File: config.mk
export PLATFORM = sky130hd
export DESIGN_NAME = sync_length_crc_packet_deframer_top_flat
export DESIGN_NICKNAME = d
export VERILOG_FILES = /design/src/sldf_pkg.sv /design/src/sldf_if.sv /design/src/sldf_store.sv /design/src/sync_length_crc_packet_deframer_top.sv /design/src/flat_wrapper.sv
export SDC_FILE = /design/constraint.sdc
export NUM_CORES = 1
export LEC_CHECK = 0
export BUFFER_PORTS_ARGS = -buffer_cell sky130_fd_sc_hd__buf_2
export CELL_PAD_IN_SITES_DETAIL_PLACEMENT = 1
export CELL_PAD_IN_SITES_GLOBAL_PLACEMENT = 1
export CORE_MARGIN = 8
export CORE_UTILIZATION = 40
export CTS_BUF_LIST = sky130_fd_sc_hd__clkbuf_16
export DETAILED_ROUTE_END_ITERATION = 10
export PLACE_DENSITY = 0.61
export SLEW_MARGIN = 20
export SYNTH_ARGS = -nofsm -noshare
export SYNTH_HDL_FRONTEND = slang
export SYNTH_SLANG_ARGS = --single-unit
File: constraint.sdc
create_clock -name clk_i -period 5.35 [get_ports clk_i]
set_input_delay 0.535 -clock clk_i [delete_from_list [all_inputs] [get_ports clk_i]]
set_output_delay 0.535 -clock clk_i [all_outputs]
set_load 0.02 [all_outputs]
File: src/sldf_pkg.sv
`timescale 1ns / 1ps

package sldf_pkg;

  localparam int unsigned MAX_PAYLOAD = 64;

  localparam int unsigned CFG_ADDR_W = 3;
  localparam int unsigned CFG_DATA_W = 16;

  localparam logic [15:0] CRC_INIT        = 16'hFFFF;
  localparam logic [15:0] TIMEOUT_RESET   = 16'd1000;
  localparam logic [15:0] TICK_SATURATION = 16'hFFFF;

  typedef enum logic [CFG_ADDR_W-1:0] {
    CFG_SYNC_BYTE_0 = 3'd0,
    CFG_SYNC_BYTE_1 = 3'd1,
    CFG_SYNC_BYTE_2 = 3'd2,
    CFG_SYNC_BYTE_3 = 3'd3,
    CFG_END_BYTE    = 3'd4,
    CFG_TIMEOUT     = 3'd5
  } cfg_idx_e;

  typedef enum logic [2:0] {
    ERR_SYNC = 3'd0,
    ERR_LEN  = 3'd1,
    ERR_CRC  = 3'd2,
    ERR_END  = 3'd3,
    ERR_TIME = 3'd4
  } err_kind_e;

  typedef enum logic {
    KIND_PAYLOAD = 1'b0,
    KIND_ERROR   = 1'b1
  } out_kind_e;

  typedef enum logic {
    OP_BYTE = 1'b0,
    OP_TICK = 1'b1
  } opcode_e;

  typedef enum logic [8:0] {
    PH_IDLE  = 9'b000000001,
    PH_SYNC1 = 9'b000000010,
    PH_SYNC2 = 9'b000000100,
    PH_SYNC3 = 9'b000001000,
    PH_LEN   = 9'b000010000,
    PH_DATA  = 9'b000100000,
    PH_CRC1  = 9'b001000000,
    PH_CRC2  = 9'b010000000,
    PH_END   = 9'b100000000
  } phase_e;

  typedef struct packed {
    logic wr_en;
    logic start;
  } store_cmd_t;

  typedef struct packed {
    logic       busy;
    logic       valid;
    logic [7:0] data;
    logic       last;
  } store_rsp_t;

  // CRC-16/CCITT-FALSE, one byte, poly 0x1021
  function automatic logic [15:0] crc16_byte(input logic [15:0] crc, input logic [7:0] b);
    logic [15:0] x;
    x = {8'h00, crc[15:8] ^ b};
    x = x ^ (x >> 4);
    return (crc << 8) ^ (x << 12) ^ (x << 5) ^ x;
  endfunction

endpackage

File: src/sldf_if.sv
`timescale 1ns / 1ps

interface sldf_in_if;
  logic       valid;
  logic       ready;
  logic       opcode;
  logic [7:0] rx_byte;

  modport source (output valid, output opcode, output rx_byte, input ready);
  modport sink   (input valid, input opcode, input rx_byte, output ready);
endinterface

interface sldf_out_if;
  logic       valid;
  logic       ready;
  logic       kind;
  logic [7:0] payload_byte;
  logic       is_last;
  logic [2:0] error_kind;

  modport source (output valid, output kind, output payload_byte, output is_last,
                  output error_kind, input ready);
  modport sink   (input valid, input kind, input payload_byte, input is_last,
                  input error_kind, output ready);
endinterface

interface sldf_cfg_if;
  logic                             valid;
  logic                             ready;
  logic [sldf_pkg::CFG_ADDR_W-1:0]  addr;
  logic [sldf_pkg::CFG_DATA_W-1:0]  data;

  modport source (output valid, output addr, output data, input ready);
  modport sink   (input valid, input addr, input data, output ready);
endinterface

File: src/sldf_store.sv
`timescale 1ns / 1ps

module sldf_store #(
  parameter int unsigned MAX_PAYLOAD = sldf_pkg::MAX_PAYLOAD,
  parameter int unsigned AW = (MAX_PAYLOAD > 1) ? $clog2(MAX_PAYLOAD) : 1,
  parameter int unsigned CW = $clog2(MAX_PAYLOAD + 1)
) (
  input  logic                  clk_i,
  input  logic                  rst_ni,
  input  sldf_pkg::store_cmd_t  cmd_i,
  input  logic [AW-1:0]         wr_addr_i,
  input  logic [7:0]            wr_data_i,
  input  logic [CW-1:0]         length_i,
  input  logic                  take_i,
  output sldf_pkg::store_rsp_t  rsp_o
);

  logic [7:0]    mem [MAX_PAYLOAD];
  logic [7:0]    rdata_q;
  logic [CW-1:0] issue_q, issue_d;
  logic [CW-1:0] len_q, len_d;
  logic          busy_q, busy_d;
  logic          pend_q, pend_d;
  logic          last_q, last_d;
  logic          issue;
  logic [CW-1:0] issue_nxt;

  assign issue     = busy_q && (!pend_q || take_i);
  assign issue_nxt = issue_q + CW'(1);

  always_ff @(posedge clk_i) begin
    if (cmd_i.wr_en) begin
      mem[wr_addr_i] <= wr_data_i;
    end
    if (issue) begin
      rdata_q <= mem[issue_q[AW-1:0]];
    end
  end

  always_comb begin
    issue_d = issue_q;
    len_d   = len_q;
    busy_d  = busy_q;
    pend_d  = pend_q;
    last_d  = last_q;
    if (take_i) begin
      pend_d = 1'b0;
    end
    if (issue) begin
      pend_d  = 1'b1;
      issue_d = issue_nxt;
      last_d  = (issue_nxt == len_q);
      if (issue_nxt == len_q) begin
        busy_d = 1'b0;
      end
    end
    if (cmd_i.start) begin
      busy_d  = 1'b1;
      issue_d = '0;
      len_d   = length_i;
    end
  end

  always_ff @(posedge clk_i or negedge rst_ni) begin
    if (!rst_ni) begin
      issue_q <= '0;
      len_q   <= '0;
      busy_q  <= 1'b0;
      pend_q  <= 1'b0;
      last_q  <= 1'b0;
    end else begin
      issue_q <= issue_d;
      len_q   <= len_d;
      busy_q  <= busy_d;
      pend_q  <= pend_d;
      last_q  <= last_d;
    end
  end

  assign rsp_o.busy  = busy_q;
  assign rsp_o.valid = pend_q;
  assign rsp_o.data  = rdata_q;
  assign rsp_o.last  = last_q;

endmodule

File: src/sync_length_crc_packet_deframer_top.sv
`timescale 1ns / 1ps

// Frame deframer: four sync bytes, a length byte (1..MAX_PAYLOAD), payload, a big-endian
// CRC-16/CCITT-FALSE over the payload and a terminator byte. Each input transaction is a
// byte or a time tick and is taken while a frame is parsed, unless the output register is
// stalled; payload bytes go into a payload RAM as they arrive. After a good terminator
// the payload is read back from that RAM through its registered read port, one byte per
// cycle while the output is not stalled, and input is held off until the read-out has
// drained into the output register. Faults produce one error transaction and return the
// parser to idle. Ticks count only outside idle, from the first sync byte. The RAM needs
// no clearing after reset.
module sync_length_crc_packet_deframer_top #(
  parameter int unsigned MAX_PAYLOAD = sldf_pkg::MAX_PAYLOAD
) (
  input  logic       clk_i,
  input  logic       rst_ni,
  sldf_in_if.sink    in_i,
  sldf_out_if.source out_o,
  sldf_cfg_if.sink   cfg_i
);

  localparam int unsigned AW = (MAX_PAYLOAD > 1) ? $clog2(MAX_PAYLOAD) : 1;
  localparam int unsigned CW = $clog2(MAX_PAYLOAD + 1);
  localparam logic [7:0]  LEN_MAX = 8'(MAX_PAYLOAD);

  logic [7:0]  sync0_q, sync1_q, sync2_q, sync3_q, end_q;
  logic [15:0] timeout_q;

  sldf_pkg::phase_e phase_q, phase_d;
  logic [CW-1:0]    len_q, len_d;
  logic [CW-1:0]    idx_q, idx_d;
  logic [15:0]      crc_q, crc_d;
  logic [7:0]       crc_hi_q, crc_hi_d;
  logic [15:0]      ticks_q, ticks_d;
  logic [15:0]      ticks_inc;

  logic       out_valid_q, out_valid_d;
  logic       out_kind_q, out_kind_d;
  logic [7:0] out_byte_q, out_byte_d;
  logic       out_last_q, out_last_d;
  logic [2:0] out_err_q, out_err_d;

  sldf_pkg::store_cmd_t  cmd;
  sldf_pkg::store_rsp_t  rsp;
  logic                  take;
  logic                  in_ready;
  logic                  acc;
  logic                  err_fire;
  sldf_pkg::err_kind_e   err_code;
  logic [7:0]            b;

  assign cfg_i.ready = 1'b1;

  always_ff @(posedge clk_i or negedge rst_ni) begin
    if (!rst_ni) begin
      sync0_q   <= '0;
      sync1_q   <= '0;
      sync2_q   <= '0;
      sync3_q   <= '0;
      end_q     <= '0;
      timeout_q <= sldf_pkg::TIMEOUT_RESET;
    end else if (cfg_i.valid) begin
      unique case (cfg_i.addr)
        sldf_pkg::CFG_SYNC_BYTE_0: sync0_q   <= cfg_i.data[7:0];
        sldf_pkg::CFG_SYNC_BYTE_1: sync1_q   <= cfg_i.data[7:0];
        sldf_pkg::CFG_SYNC_BYTE_2: sync2_q   <= cfg_i.data[7:0];
        sldf_pkg::CFG_SYNC_BYTE_3: sync3_q   <= cfg_i.data[7:0];
        sldf_pkg::CFG_END_BYTE:    end_q     <= cfg_i.data[7:0];
        sldf_pkg::CFG_TIMEOUT:     timeout_q <= cfg_i.data;
        default: ;
      endcase
    end
  end

  assign in_ready   = !rsp.busy && !rsp.valid && (!out_valid_q || out_o.ready);
  assign in_i.ready = in_ready;
  assign acc        = in_i.valid && in_ready;
  assign b          = in_i.rx_byte;
  assign ticks_inc  = (ticks_q == sldf_pkg::TICK_SATURATION) ? ticks_q : ticks_q + 16'd1;

  always_comb begin
    phase_d   = phase_q;
    len_d     = len_q;
    idx_d     = idx_q;
    crc_d     = crc_q;
    crc_hi_d  = crc_hi_q;
    ticks_d   = ticks_q;
    err_fire  = 1'b0;
    err_code  = sldf_pkg::ERR_SYNC;
    cmd.wr_en = 1'b0;
    cmd.start = 1'b0;

    if (acc) begin
      if (in_i.opcode == sldf_pkg::OP_TICK) begin
        if (phase_q != sldf_pkg::PH_IDLE) begin
          ticks_d = ticks_inc;
          if (ticks_inc >= timeout_q) begin
            err_fire = 1'b1;
            err_code = sldf_pkg::ERR_TIME;
          end
        end
      end else begin
        unique case (phase_q)
          sldf_pkg::PH_IDLE: begin
            if (b == sync0_q) begin
              phase_d = sldf_pkg::PH_SYNC1;
              ticks_d = '0;
            end
          end
          sldf_pkg::PH_SYNC1: begin
            if (b == sync1_q) phase_d = sldf_pkg::PH_SYNC2;
            else err_fire = 1'b1;
          end
          sldf_pkg::PH_SYNC2: begin
            if (b == sync2_q) phase_d = sldf_pkg::PH_SYNC3;
            else err_fire = 1'b1;
          end
          sldf_pkg::PH_SYNC3: begin
            if (b == sync3_q) phase_d = sldf_pkg::PH_LEN;
            else err_fire = 1'b1;
          end
          sldf_pkg::PH_LEN: begin
            if (b == 8'd0 || b > LEN_MAX) begin
              err_fire = 1'b1;
              err_code = sldf_pkg::ERR_LEN;
            end else begin
              len_d   = b[CW-1:0];
              idx_d   = '0;
              crc_d   = sldf_pkg::CRC_INIT;
              phase_d = sldf_pkg::PH_DATA;
            end
          end
          sldf_pkg::PH_DATA: begin
            cmd.wr_en = 1'b1;
            crc_d     = sldf_pkg::crc16_byte(crc_q, b);
            idx_d     = idx_q + CW'(1);
            if (idx_d >= len_q) phase_d = sldf_pkg::PH_CRC1;
          end
          sldf_pkg::PH_CRC1: begin
            crc_hi_d = b;
            phase_d  = sldf_pkg::PH_CRC2;
          end
          sldf_pkg::PH_CRC2: begin
            if ({crc_hi_q, b} != crc_q) begin
              err_fire = 1'b1;
              err_code = sldf_pkg::ERR_CRC;
            end else begin
              phase_d = sldf_pkg::PH_END;
            end
          end
          sldf_pkg::PH_END: begin
            if (b != end_q) begin
              err_fire = 1'b1;
              err_code = sldf_pkg::ERR_END;
            end else begin
              cmd.start = 1'b1;
            end
          end
          default: ;
        endcase
      end

      if (err_fire || cmd.start) begin
        phase_d  = sldf_pkg::PH_IDLE;
        len_d    = '0;
        idx_d    = '0;
        crc_d    = sldf_pkg::CRC_INIT;
        crc_hi_d = '0;
        ticks_d  = '0;
      end
    end
  end

  always_ff @(posedge clk_i or negedge rst_ni) begin
    if (!rst_ni) begin
      phase_q  <= sldf_pkg::PH_IDLE;
      len_q    <= '0;
      idx_q    <= '0;
      crc_q    <= sldf_pkg::CRC_INIT;
      crc_hi_q <= '0;
      ticks_q  <= '0;
    end else begin
      phase_q  <= phase_d;
      len_q    <= len_d;
      idx_q    <= idx_d;
      crc_q    <= crc_d;
      crc_hi_q <= crc_hi_d;
      ticks_q  <= ticks_d;
    end
  end

  sldf_store #(
    .MAX_PAYLOAD (MAX_PAYLOAD),
    .AW          (AW),
    .CW          (CW)
  ) u_store (
    .clk_i     (clk_i),
    .rst_ni    (rst_ni),
    .cmd_i     (cmd),
    .wr_addr_i (idx_q[AW-1:0]),
    .wr_data_i (b),
    .length_i  (len_q),
    .take_i    (take),
    .rsp_o     (rsp)
  );

  assign take = rsp.valid && (!out_valid_q || out_o.ready);

  always_comb begin
    out_valid_d = out_valid_q;
    out_kind_d  = out_kind_q;
    out_byte_d  = out_byte_q;
    out_last_d  = out_last_q;
    out_err_d   = out_err_q;
    if (out_o.ready) out_valid_d = 1'b0;
    if (err_fire) begin
      out_valid_d = 1'b1;
      out_kind_d  = sldf_pkg::KIND_ERROR;
      out_byte_d  = '0;
      out_last_d  = 1'b1;
      out_err_d   = err_code;
    end else if (take) begin
      out_valid_d = 1'b1;
      out_kind_d  = sldf_pkg::KIND_PAYLOAD;
      out_byte_d  = rsp.data;
      out_last_d  = rsp.last;
      out_err_d   = sldf_pkg::ERR_SYNC;
    end
  end

  always_ff @(posedge clk_i or negedge rst_ni) begin
    if (!rst_ni) begin
      out_valid_q <= 1'b0;
    end else begin
      out_valid_q <= out_valid_d;
    end
  end

  always_ff @(posedge clk_i) begin
    out_kind_q <= out_kind_d;
    out_byte_q <= out_byte_d;
    out_last_q <= out_last_d;
    out_err_q  <= out_err_d;
  end

  assign out_o.valid        = out_valid_q;
  assign out_o.kind         = out_kind_q;
  assign out_o.payload_byte = out_byte_q;
  assign out_o.is_last      = out_last_q;
  assign out_o.error_kind   = out_err_q;

endmodule
File: src/flat_wrapper.sv
// flat-port wrapper written by rule: the top's interface ports become plain ports
module sync_length_crc_packet_deframer_top_flat 
#(
  parameter int unsigned MAX_PAYLOAD = sldf_pkg::MAX_PAYLOAD
)
  (clk_i, rst_ni, in_i_valid, in_i_opcode, in_i_rx_byte, in_i_ready, out_o_valid, out_o_kind, out_o_payload_byte, out_o_is_last, out_o_error_kind, out_o_ready, cfg_i_valid, cfg_i_addr, cfg_i_data, cfg_i_ready);
  sldf_in_if in_i_i ();
  sldf_out_if out_o_i ();
  sldf_cfg_if cfg_i_i ();
  input  logic clk_i;
  input  logic rst_ni;
  input wire logic [$bits(in_i_i.valid)-1:0] in_i_valid;
  input wire logic [$bits(in_i_i.opcode)-1:0] in_i_opcode;
  input wire logic [$bits(in_i_i.rx_byte)-1:0] in_i_rx_byte;
  output wire logic [$bits(in_i_i.ready)-1:0] in_i_ready;
  output wire logic [$bits(out_o_i.valid)-1:0] out_o_valid;
  output wire logic [$bits(out_o_i.kind)-1:0] out_o_kind;
  output wire logic [$bits(out_o_i.payload_byte)-1:0] out_o_payload_byte;
  output wire logic [$bits(out_o_i.is_last)-1:0] out_o_is_last;
  output wire logic [$bits(out_o_i.error_kind)-1:0] out_o_error_kind;
  input wire logic [$bits(out_o_i.ready)-1:0] out_o_ready;
  input wire logic [$bits(cfg_i_i.valid)-1:0] cfg_i_valid;
  input wire logic [$bits(cfg_i_i.addr)-1:0] cfg_i_addr;
  input wire logic [$bits(cfg_i_i.data)-1:0] cfg_i_data;
  output wire logic [$bits(cfg_i_i.ready)-1:0] cfg_i_ready;
  assign in_i_i.valid = in_i_valid;
  assign in_i_i.opcode = in_i_opcode;
  assign in_i_i.rx_byte = in_i_rx_byte;
  assign in_i_ready = in_i_i.ready;
  assign out_o_valid = out_o_i.valid;
  assign out_o_kind = out_o_i.kind;
  assign out_o_payload_byte = out_o_i.payload_byte;
  assign out_o_is_last = out_o_i.is_last;
  assign out_o_error_kind = out_o_i.error_kind;
  assign out_o_i.ready = out_o_ready;
  assign cfg_i_i.valid = cfg_i_valid;
  assign cfg_i_i.addr = cfg_i_addr;
  assign cfg_i_i.data = cfg_i_data;
  assign cfg_i_ready = cfg_i_i.ready;
  sync_length_crc_packet_deframer_top #(.MAX_PAYLOAD(MAX_PAYLOAD)) u_core (.clk_i(clk_i), .rst_ni(rst_ni), .in_i(in_i_i), .out_o(out_o_i), .cfg_i(cfg_i_i));
endmodule
# Word-level counts from Yosys, hierarchy flattened
# Memory sizes are Yosys's and may differ from the RTL's. A register that Yosys moved wholly into a read port is not among the register bits.
# Cells that the tools add are included.
dict set report word_totals {
  regBits 150
  latchBits 0
  mem_bits_rw 512
  romBits 0
  inputBits 33
  out_inout_bits 16
  word_cells 175
  mem_count 1
}
# memory words width rd rd_ports_with_merged_regs write_ports line
set mem_list {}
lappend mem_list {u_core.u_store.mem 64 8 1 1 1 sldf_store.sv:18} ;# logic [7:0] mem [MAX_PAYLOAD];
dict set report op_classes {
  n_addsub 3
  mul 0
  div 0
  magnitude_cmp 3
  eq_ne 33
  shifts 0
  muxes 71
  bitwise 5
  reduce_logical 37
}
# cell count
set op_table {}
lappend op_table {{$mux 16} 9}
lappend op_table {{$mux 9} 9}
lappend op_table {{$pmux 9 s8} 1}
lappend op_table {{$mux 7} 9}
lappend op_table {{$xor 16x16->16} 3}
lappend op_table {{$eq 8x8->1} 4}
lappend op_table {{$pmux 16 s2} 1}
lappend op_table {{$mux 1} 25}
lappend op_table {{$mux 8} 3}
lappend op_table {{$mux 3} 6}
lappend op_table {{$ne 3x1->1 const B} 6}
lappend op_table {{$add 16x1->16 const B} 1}
lappend op_table {{$eq 16x16->1 const B} 1}
lappend op_table {{$ge 16x16->1} 1}
lappend op_table {{$ne 16x16->1} 1}
lappend op_table {{$add 7x1->7 const B} 2}
lappend op_table {{$pmux 7 s2} 1}
lappend op_table {{$reduce_and 2->1} 7}
lappend op_table {{$reduce_and 4->1} 3}
lappend op_table {{$reduce_bool 2->1} 6}
lappend op_table {{$reduce_bool 3->1} 4}
lappend op_table {{$mux 2} 5}
lappend op_table {{$reduce_and 10->1} 1}
lappend op_table {{$eq 9x1->1 const B} 1}
lappend op_table {{other kinds (30)} 42}

# Depth between registers and ports, before layout
# Gate-level depths: netlist of the first run.
dict set report depth {
  ltp_word 10
  mapped_depth 20
  ltp_nobuf 16
}

# Modules after synthesis
# Synthesis of the first run repeated with hierarchy kept, for this count alone.
dict set report unflattened {
  hier_cells 1747
  area_unflattened_um2 28843.9
}
# module n_inst cells_per_inst area_each_um2 seq_area_each_um2
set modules_own_cells {}
lappend modules_own_cells {sldf_store 1 1032 21206.6 16040.4}
lappend modules_own_cells {sync_length_crc_packet_deframer_top 1 715 7637.3 3321.9}

# Worst setup path after synthesis of the first run
# No wires, ideal clock.
dict set report synth_timing {
  path_type {register to register}
  startpoint {register u_core.ticks_q[6]}
  endpoint {register u_core.phase_q[6]}
  t_arrival_ns 4.629
  t_required_ns 5.225
  path_slack_ns 0.596
  path_stages_with_launch 20
  n_path_buf 4
  synth_period_minus_slack_ns 4.754
  path_cell_list {dfrtp_1 -> clkbuf_1 -> and4_1 -> nand4_1 -> or4_1 -> clkbuf_1 -> nand2b_1 -> clkbuf_1 -> nor3_1 -> xor2_1 -> ha_1 -> a21o_1 -> a221o_1 -> a21oi_1 -> o21ai_0 -> o21ai_0 -> or4b_1 -> buf_2 -> a21boi_1 -> mux2_2}
}
dict set report synth_via {
  elab_chain_len 10
  elab_cells_between_ends 20
  cone_classes {1 x add/sub; 1 x order compare; 9 x eq/ne; 6 x mux; 3 x reduce/logical}
}
# item line
set synth_lines {}
lappend synth_lines {{start, declared} sync_length_crc_packet_deframer_top.sv:34} ;# logic [15:0] ticks_q, ticks_d;
lappend synth_lines {{start signal, assigned} sync_length_crc_packet_deframer_top.sv:188} ;# ticks_q <= ticks_d;
lappend synth_lines {{$add 16x1->16 / $eq 16x16->1 (equally long branches)} sync_length_crc_packet_deframer_top.sv:79} ;# assign ticks_inc = (ticks_q == sldf_pkg::TICK_SATURATION) ? ticks_q : ticks_q + 16'd1;
lappend synth_lines {{$mux 16 (*)} sync_length_crc_packet_deframer_top.sv:79}
lappend synth_lines {{$ge 16x16->1 (*)} sync_length_crc_packet_deframer_top.sv:97} ;# if (ticks_inc >= timeout_q) begin
lappend synth_lines {{$mux 1 (*)} sync_length_crc_packet_deframer_top.sv:97}
lappend synth_lines {{$mux 1 (*)} sync_length_crc_packet_deframer_top.sv:95} ;# if (phase_q != sldf_pkg::PH_IDLE) begin
lappend synth_lines {{$mux 1 (*)} sync_length_crc_packet_deframer_top.sv:94} ;# if (in_i.opcode == sldf_pkg::OP_TICK) begin
lappend synth_lines {{$mux 1 (*)} sync_length_crc_packet_deframer_top.sv:93} ;# if (acc) begin
lappend synth_lines {{$logic_or 1x1->1 (*)} sync_length_crc_packet_deframer_top.sv:163} ;# if (err_fire || cmd.start) begin
lappend synth_lines {{$reduce_bool 9->1 (no source line) (tied with other cells)} -}
lappend synth_lines {{$reduce_and 10->1 (no source line)} -}
lappend synth_lines {{end signal, assigned} sync_length_crc_packet_deframer_top.sv:176} ;# phase_q <= sldf_pkg::PH_IDLE;
lappend synth_lines {{end signal, assigned} sync_length_crc_packet_deframer_top.sv:183} ;# phase_q <= phase_d;
lappend synth_lines {{end, declared} sync_length_crc_packet_deframer_top.sv:29} ;# sldf_pkg::phase_e phase_q, phase_d;
# Mark *: on every way between the ends. The rest lies on a longest branch, timed or not. The select of a mux whose other input is x is not followed.
# A chain may end at the register's enable or synchronous reset.

# Final worst setup path of the first run
dict set report layout_timing {
  startpoint {register u_core.ticks_q[6]}
  endpoint {register u_core.phase_q[3]}
}
# Same word-level chain as after synthesis.

==> results by group, run 1 <==
Route
  – Top Metal Used: met4
  – Met3 wire len: 2280 µm
  – Met2 Wirelength: 35400 µm
  – Routed via count divided by cell count: 5.43
  – DR pass1 iterations: 5
  – Total wire length: 71000 µm
  – Post-Route M1 WL: 31400 µm
  – DRC violations left: 0
  – WL per Instance: 26.1 µm
  – Antenna violation net count after detailed routing: 0
  – Via count: 14754
  – Initial DRC Count: 920

Cells and area
  – Fill cells: 6683
  – Fraction of layout cells with a size suffix above 1: 26.4%
  – Nets: 1780
  – Synth-to-layout area growth: 13.8%
  – Commonest non-fill, non-tap cell in the layout: edfxtp_1
  – Most frequent cells in the layout: 523 x edfxtp_1, 168 x mux4_2, 115 x nor2_1

Synth
  – Yosys top cell by area: edfxtp_1
  – Ys flop type: edfxtp_1
  – Cell area after synthesis: 28100 µm²
  – Top cell type's share of synthesized area: 56.0%
  – Register area share after synthesis: 69.0%
  – #FFs+latches synth: 670
  – Number of synthesized flops with an enable pin: 523
  – Syn Area/Cell: 17.3 µm²
  – Yosys warns: 0
  – Netlist cell types: 65
  – Syn_nets: 1681
  – Mapped Cells: 1622
  – Synth area leaders: edfxtp_1 56%, mux4_2 13%, dfrtp_1 10%, mux2_2 2.6%, dfstp_2 2.2%
  – Asr flop ratio synth: 20.4%

Status
  – Status: finished, violations left
  – Violations in the final reports: negative hold slack

Clocking
  – Setup Buffers After CTS: 0
  – CTS tree: yes
  – Clock-pin slew of the registers on the worst-case setup and hold paths: 60 ps
  – Hold Buf Count CTS: 0
  – Root buf cell: clkbuf_16
  – Clk Latency, worst-skew pair: 620 ps
  – Clock H-tree levels: 3
  – Clk sink count: 670
  – CTS buffer count: 73
  – Maximum root-to-sink buffer count: 3
  – Post-cts sizing count: 0

GRT
  – Grt ovf: 0
  – Largest net degree at the start of global routing: 84
  – First-pass GRT wire length: 106000 µm
  – Initial antenna violation count: 2
  – Number of global-route vias before repair: 15977
  – GRT Resource Usage Total: 18.2%

Setup path
  – CP Max Fanout: 10
  – Worst Path Arrival: 5410 ps
  – WS Path Type: reg2reg
  – Startpoint types: register
  – Data required, critical path: 5870 ps
  – Worst Setup End Kind: register

Die
  – Core Area: 69800 µm²
  – Die area: 78900 µm²
  – Row cnt: 97
  – Chip height: 281 µm
  – Die X: 281 µm
  – Ports: 49
  – Initial core utilization: 40.2%

STA
  – Hold Fails Final Rpt: 13
  – Fin. max-slew vios: 0
  – Min Tclk post-route: 4890 ps
  – Worst Tran Pin Value: 1120 ps
  – Worst rel slew slack: 25.1%
  – Fin crit share: 91.5%
  – TNS Setup: 0 ps
  – Fin Hold WS: -24.8 ps
  – Post-route setup slack: 457 ps
  – # setup viols final: 0
  – Clk_skew: 27.2 ps
  – Unrepaired setup endpoints after global routing: false
  – F_max: 204 MHz

Flow run
  – Number of max-cap violations: 0

Placed design
  – Place WS: 295 ps
  – RePlAce Congestion: 0.781
  – DPL Wire Length: 46500 µm
  – IO buf count: 47

Power and ir drop
  – P per Cell Area: 491 nW/µm²
  – VDD IR max: 0.250 mV
  – Leakage: 11.0 nW

Worst hold path
  – Worst Hold Class: in2async
[cell type report]
type	count	area [µm²]	area share, %
diodes	1	2.50	0.00783
clock buffers	77	1930	6.03
clock inverters	53	348	1.09
inverters	39	146	0.458
multi-input cells	834	8270	25.9
flip-flops and latches	670	19400	60.6
well taps	940	1180	3.68
repair buffers	103	699	2.19
[cells by family after synthesis]
kind of cell	share of synthesized area (%)
other	0.0134
DFF	69.0
AOI/OAI and AO/OA	3.27
adders and majority gates	1.16
muxes	16.2
xor gates and xnor gates	3.46
and+or+nand+nor	5.31
buffers and inverters	1.64
[per-layer routing]
| metal | GRT usage [%] | vias up |
|---|---|---|
| li1 | - | 6533 |
| met1 | 24.2 | 7836 |
| met2 | 30.9 | 283 |
| met3 | 2.83 | 102 |
| met4 | 4.94 | 0 |
| met5 | 0 | - |
[cell usage after synthesis (20+ instances only)]
library cell  count
a31oi_1          20
dfstp_2          23
nor2_1          115
xor2_1           43
nand3_1          35
inv_1            39
ha_1             26
mux4_2          168
o21ai_0          24
xnor2_1          68
edfxtp_1        523
dfrtp_1         114
nand2_1          72
clkbuf_1         57
a21oi_1          44
mux2_2           64
[worst paths after layout]
path,slack (ps),from,cells after the start,endpoint
setup / recovery,460,u_core.ticks_q[6]$_DFFE_PN0P_,17,u_core.phase_q[3]$_DFFE_PN0P_
hold / removal,-20,rst_ni,1,u_core.end_q[3]$_DFFE_PN0P_
setup reg to reg,460,u_core.ticks_q[6]$_DFFE_PN0P_,17,u_core.phase_q[3]$_DFFE_PN0P_
hold reg to reg,450,u_core.out_o.kind$_SDFFE_PP1P_,1,u_core.out_o.kind$_SDFFE_PP1P_
max in group asynchronous,4070,rst_ni,2,u_core.timeout_q[13]$_DFFE_PN0P_
min in group clk_i,170,cfg_i_data[15],2,u_core.timeout_q[15]$_DFFE_PN0P_
[power by group]
part | switching (mW) | internal (mW)
logic | 2.26 | 2.08
clock network | 2.05 | 2.75
registers | 0.491 | 6.06
total | 4.80 | 10.9
[flip-flops by register name, indices dropped and copies added, names as in the netlist, 3 cells and up]
name                       count
u_core.u_store.mem           512
u_core.end_q                   8
u_core.out_o.payload_byte      8
u_core.timeout_q              16
u_core.sync0_q                 8
u_core.idx_q                   7
u_core.u_store.rdata_q         8
u_core.out_o.error_kind        3
u_core.crc_hi_q                8
u_core.ticks_q                16
u_core.crc_q                  16
u_core.u_store.issue_q         7
u_core.sync1_q                 8
u_core.phase_q                 9
u_core.len_q                   7
u_core.u_store.len_q           7
u_core.sync3_q                 8
u_core.sync2_q                 8
[worst max-delay path, cell delays in order, from the launching register on]
cell and delay (ps):
dfrtp_1 460, and4_1 290, nand4_1 260, or4_1 560, nand2b_1 260, nor2_1 100
nand2_1 110, xnor2_1 80, ha_1 310, nand2_1 80, nor3_1 180, a21oi_1 130
o21ai_1 320, o21ai_0 130, buf_4 170, or4b_1 730, or4_1 490, a21boi_1 150
[metrics by stage]
| stage | instances | area (µm²) | utilization (%) | power (mW) |
|---|---|---|---|---|
| floorplan | 1622 | 28100 | - | 9.55 |
| global placement | 2586 | 29700 | 42.5 | 11.0 |
| detailed placement | 2586 | 29700 | 42.5 | 11.1 |
| CTS | 2716 | 31900 | 45.8 | 15.9 |
| global route | 2716 | 31900 | 45.8 | 16.4 |
| finish | 2717 | 31900 | 45.8 | 15.7 |
Note: power is estimated with default switching activity, not from simulation.
==> inputs of run 2 (changes only) <==
Settings changed: BUFFER_PORTS_ARGS -buffer_cell sky130_fd_sc_hd__buf_2 to -buffer_cell sky130_fd_sc_hd__buf_4.
==> results by group, run 2 (synthesis gave the netlist of run 1 again) <==
Route
  – Met2 Wirelength: 34200 µm
  – Initial DRC Count: 1175
  – Met3 wire len: 3130 µm
  – DRC violations left: 0
  – Total wire length: 70200 µm
  – WL per Instance: 25.8 µm
  – Routed via count divided by cell count: 5.47
  – Antenna violation net count after detailed routing: 0
  – DR pass1 iterations: 5
  – Top Metal Used: met4
  – Post-Route M1 WL: 31200 µm
  – Via count: 14855

Cells and area
  – Max FFs per register: 512
  – Most frequent cells in the layout: 523 x edfxtp_1, 168 x mux4_2, 115 x nor2_1
  – Commonest non-fill, non-tap cell in the layout: edfxtp_1
  – Fill cells: 6644
  – Synth-to-layout area growth: 13.9%
  – Fin cells: 2714
  – Nets: 1774
  – Post-Layout Inst Area: 32000 µm²
  – Largest Register: u_core.u_store.mem
  – Fraction of layout cells with a size suffix above 1: 25.7%
  – Post-layout util: 45.8%

Power and ir drop
  – Pint: 10.8 mW
  – Seq pwr share: 42.4%
  – Switching share of power: 30.7%
  – Comb pwr share: 27.6%
  – P per Cell Area: 489 nW/µm²
  – VDD IR max: 0.243 mV
  – Overall Power: 15.6 mW
  – Leakage: 11.0 nW
  – Clock Power Share: 30.0%
  – Switching pwr: 4.80 mW

Setup path
  – Biggest cell delay along the critical path: 550 ps
  – Reg-to-Reg Start: u_core.ticks_q[6]$_DFFE_PN0P_
  – Buf/Inv on CP: 2
  – Flop2flop setup slack: 430 ps
  – Worst Setup End Kind: register
  – Worst path slowest cell: or4_1
  – Register-to-Register Path Depth: 18
  – Worst Path Arrival: 5460 ps
  – Startpoint types: register
  – WS Path Type: reg2reg
  – Data required, critical path: 5890 ps
  – CP Max Fanout: 10
  – Critical path's top delay family: simple AND/OR/NAND/NOR gates
  – FF-to-FF End: u_core.phase_q[3]$_DFFE_PN0P_
  – Critical path cell sequence: and4_1, nand4_1, or4_1, nand2b_1, nor2_1, nand2_1, xnor2_1, ha_1, nand2_1, nor3_1, a21oi_1, o21ai_0, o21ai_0, buf_4, or4b_1, buf_4, or4_1, a21boi_1

Clocking
  – Root buf cell: clkbuf_16
  – Clk Latency, worst-skew pair: 610 ps
  – CTS tree: yes
  – Clk sink count: 670
  – Maximum root-to-sink buffer count: 3
  – Clock-pin slew of the registers on the worst-case setup and hold paths: 60 ps
  – Clock H-tree levels: 3
  – Setup Buffers After CTS: 0
  – CTS buffer count: 74

STA
  – Unrepaired setup endpoints after global routing: false
  – Post-route setup slack: 433 ps
  – # setup viols final: 0
  – Fin Hold WS: 177 ps
  – Worst rel slew slack: 30.4%
  – Fin crit share: 91.9%
  – F_max: 203 MHz
  – Min Tclk post-route: 4920 ps
  – TNS Setup: 0 ps
  – Worst Tran Pin Value: 1040 ps
  – Hold Fails Final Rpt: 0
  – Clk_skew: 28.6 ps
  – Fin. max-slew vios: 0

Flow run
  – Number of max-cap violations: 0

Placed design
  – IO buf count: 47
  – DPL Wire Length: 45200 µm
  – DP Area: 29700 µm²
  – RePlAce Congestion: 0.832
  – Place WS: 441 ps
  – Placed cell count: 2578

Die
  – Row cnt: 97
  – Chip height: 281 µm
  – Ports: 49
  – Core Area: 69800 µm²
  – Die area: 78900 µm²
  – Die X: 281 µm
  – Initial core utilization: 40.2%

GRT
  – Number of global-route vias before repair: 16095
  – Initial antenna violation count: 1
  – Grt ovf: 0
  – Largest net degree at the start of global routing: 76
  – GRT Resource Usage Total: 18.0%
  – First-pass GRT wire length: 106000 µm

Status
  – Status: complete, no violations

Worst hold path
  – Worst Hold Class: in2reg
  – Worst hold endpoint: u_core.timeout_q[14]$_DFFE_PN0P_
  – Worst hold path cell count: 2
  – Hold Path Origin: cfg_i_data[14]
[run 2: final cells by class]
type                       count  area (µm²)  area share, %
tap                          940        1180           3.68
multi-input combinational    834        8270           25.9
antenna                        1        2.50        0.00783
clock buffer                  76        1900           5.95
clock inverter                58         343           1.07
sequential                   670       19400           60.6
inverter                      39         146          0.458
timing repair buffer          96         764           2.39
[run 2: how the worst max path moves through the flow]
| stage | startpoint | end | slack [ps] | cells past startpoint |
|---|---|---|---|---|
| 2_1_floorplan | u_core.ticks_q[6]$_DFFE_PN0P_ | u_core.phase_q[6]$_DFFE_PN0P_ | 600 | 19 |
| 3_3_place_gp | u_core.ticks_q[6]$_DFFE_PN0P_ | u_core.phase_q[3]$_DFFE_PN0P_ | 620 | 18 |
| 3_5_place_dp | u_core.ticks_q[6]$_DFFE_PN0P_ | u_core.phase_q[3]$_DFFE_PN0P_ | 440 | 18 |
| 4_1_cts | u_core.ticks_q[6]$_DFFE_PN0P_ | u_core.phase_q[3]$_DFFE_PN0P_ | 420 | 18 |
| 5_1_grt | u_core.ticks_q[6]$_DFFE_PN0P_ | u_core.phase_q[3]$_DFFE_PN0P_ | 80 | 18 |
| 6_report | u_core.ticks_q[6]$_DFFE_PN0P_ | u_core.phase_q[3]$_DFFE_PN0P_ | 430 | 18 |
[run 2: metal layers]
layer  track usage (%)  up-vias
li1                  -     6539
met1              24.8     7895
met2              29.6      328
met3              2.79       93
met4              5.04        0
met5                 0        -
[run 2: power by group through the flow]
stage / clock [mW] / sequential, mW / combinational (mW)
final: 4.69 / 6.63 / 4.31
after global routing: 4.99 / 6.71 / 4.65
after CTS: 4.83 / 6.64 / 4.42
after detailed placement: 0 / 6.74 / 4.40
after global placement: 0 / 6.73 / 4.33
after floorplan: 0 / 6.42 / 3.14
[run 2: timing repair]
item,in CTS,in global routing
hold endpoints to repair,65,0
hold buffers,1,0
gates resized for setup,0,0
==> inputs of run 3 (changes only) <==
Settings changed: MAX_ROUTING_LAYER from default to met4.
==> results by group, run 3 (synthesis gave the netlist of run 1 again) <==
Placed design
  – Place WS: 441 ps
  – RePlAce Congestion: 0.844
  – DPL Wire Length: 45200 µm
  – IO buf count: 47
  – DP Area: 29700 µm²

Setup path
  – Worst Setup End Kind: register
  – WS Path Type: reg2reg
  – CP Max Fanout: 10
  – Flop2flop setup slack: 420 ps
  – FF-to-FF End: u_core.phase_q[3]$_DFFE_PN0P_
  – Startpoint types: register
  – Data required, critical path: 5890 ps
  – Reg-to-Reg Start: u_core.ticks_q[6]$_DFFE_PN0P_
  – Register-to-Register Path Depth: 18
  – Worst Path Arrival: 5470 ps

STA
  – TNS Setup: 0 ps
  – F_max: 203 MHz
  – Worst rel slew slack: 30.5%
  – Post-route setup slack: 418 ps
  – Clk_skew: 26.7 ps
  – Worst Tran Pin Value: 1040 ps
  – Unrepaired setup endpoints after global routing: false
  – Hold Fails Final Rpt: 0
  – Fin. max-slew vios: 0
  – # setup viols final: 0
  – Min Tclk post-route: 4930 ps
  – Fin crit share: 92.2%

GRT
  – GRT Resource Usage Total: 18.5%
  – Initial antenna violation count: 1
  – First-pass GRT wire length: 105000 µm
  – Number of global-route vias before repair: 16087
  – Largest net degree at the start of global routing: 76
  – Grt ovf: 0

Cells and area
  – Fill cells: 6644
  – Nets: 1774
  – Fraction of layout cells with a size suffix above 1: 25.7%
  – FF+latch area: 19400 µm²
  – Synth-to-layout area growth: 13.9%
  – Most frequent cells in the layout: 523 x edfxtp_1, 168 x mux4_2, 115 x nor2_1
  – Post-Layout Inst Area: 32000 µm²
  – Area of the multi-input gates: 8270 µm²
  – Largest Register: u_core.u_store.mem
  – Commonest non-fill, non-tap cell in the layout: edfxtp_1
  – Max FFs per register: 512

Route
  – Total wire length: 70000 µm
  – DR pass1 iterations: 5
  – Antenna violation net count after detailed routing: 0
  – Via count: 14825
  – Initial DRC Count: 1291
  – WL per Instance: 25.8 µm
  – Routed via count divided by cell count: 5.46
  – DRC violations left: 0

Die
  – Initial core utilization: 40.2%
  – Row cnt: 97
  – Core Area: 69800 µm²
  – Die X: 281 µm
  – Chip height: 281 µm
  – Die area: 78900 µm²
  – Ports: 49

Clocking
  – Maximum root-to-sink buffer count: 3
  – Setup Buffers After CTS: 0
  – Clk Latency, worst-skew pair: 610 ps
  – Hold Buf Count CTS: 1
  – Clock H-tree levels: 3
  – Clock-pin slew of the registers on the worst-case setup and hold paths: 60 ps
  – Clk sink count: 670
  – CTS buffer count: 74
  – Root buf cell: clkbuf_16
  – CTS tree: yes
  – Post-cts sizing count: 0

Worst hold path
  – Worst hold endpoint: u_core.timeout_q[14]$_DFFE_PN0P_
  – Worst hold path cell count: 2
  – Worst Hold Class: in2reg
  – Hold Path Origin: cfg_i_data[14]

Status
  – Status: complete, no violations

Power and ir drop
  – VDD IR max: 0.241 mV
  – Leakage: 11.0 nW
  – P per Cell Area: 489 nW/µm²
  – Overall Power: 15.6 mW

Flow run
  – Number of max-cap violations: 0
## run 3: cell counts in the layout (fill, tap and decap cells not counted)
No cell type changed its count.
## run 3: area by class of cell
| type | instances | share of cell area, % |
|---|---|---|
| clock inverters | 58 | 1.07 |
| well taps | 940 | 3.68 |
| clock buffers | 76 | 5.95 |
| diodes | 1 | 0.00783 |
| inverters | 39 | 0.458 |
| flip-flops and latches | 670 | 60.6 |
| multi-input cells | 834 | 25.9 |
| repair buffers | 96 | 2.39 |
## run 3: worst max-delay path, cell delays in order (launching register included)
cell	delay [ps]
dfrtp_1	470
and4_1	290
nand4_1	230
or4_1	550
nand2b_1	260
nor2_1	100
nand2_1	120
xnor2_1	80
ha_1	290
nand2_1	70
nor3_1	220
a21oi_1	120
o21ai_0	450
o21ai_0	140
buf_4	180
or4b_1	520
buf_4	190
or4_1	410
a21boi_1	160
## run 3: per-stage QoR
step | hold slack [ps] | utilization (%) | instances
after global placement | 437 | 42.6 | 2578
after detailed placement | 450 | 42.6 | 2578
final | 175 | 45.8 | 2714
after floorplan | 239 | - | 1622
after global routing | 151 | 45.8 | 2713
after CTS | 140 | 45.8 | 2713
## run 3: worst max path at each step
| stage | startpoint | end | slack, ps | cells past startpoint |
|---|---|---|---|---|
| 2_1_floorplan | u_core.ticks_q[6]$_DFFE_PN0P_ | u_core.phase_q[6]$_DFFE_PN0P_ | 600 | 19 |
| 3_3_place_gp | u_core.ticks_q[6]$_DFFE_PN0P_ | u_core.phase_q[3]$_DFFE_PN0P_ | 620 | 18 |
| 3_5_place_dp | u_core.ticks_q[6]$_DFFE_PN0P_ | u_core.phase_q[3]$_DFFE_PN0P_ | 440 | 18 |
| 4_1_cts | u_core.ticks_q[6]$_DFFE_PN0P_ | u_core.phase_q[3]$_DFFE_PN0P_ | 420 | 18 |
| 5_1_grt | u_core.ticks_q[6]$_DFFE_PN0P_ | u_core.phase_q[3]$_DFFE_PN0P_ | 80 | 18 |
| 6_report | u_core.ticks_q[6]$_DFFE_PN0P_ | u_core.phase_q[3]$_DFFE_PN0P_ | 420 | 18 |
## run 3: layer usage
metal	vias to the layer above	part of all wire (%)	routed length [µm]	track usage, %
met5	-	0	0	-
li1	6535	-	-	-
met2	297	49	34400	29.7
met1	7903	45	31400	25.0
met4	0	2.1	1450	4.70
met3	90	3.9	2740	2.68
## run 3: report_power, final
group | leakage, nW | internal (mW) | total, mW | switching (mW)
Combinational | 3.32 | 2.11 | 4.32 | 2.21
Sequential | 6.47 | 6.06 | 6.63 | 0.569
Clock | 1.19 | 2.67 | 4.70 | 2.03
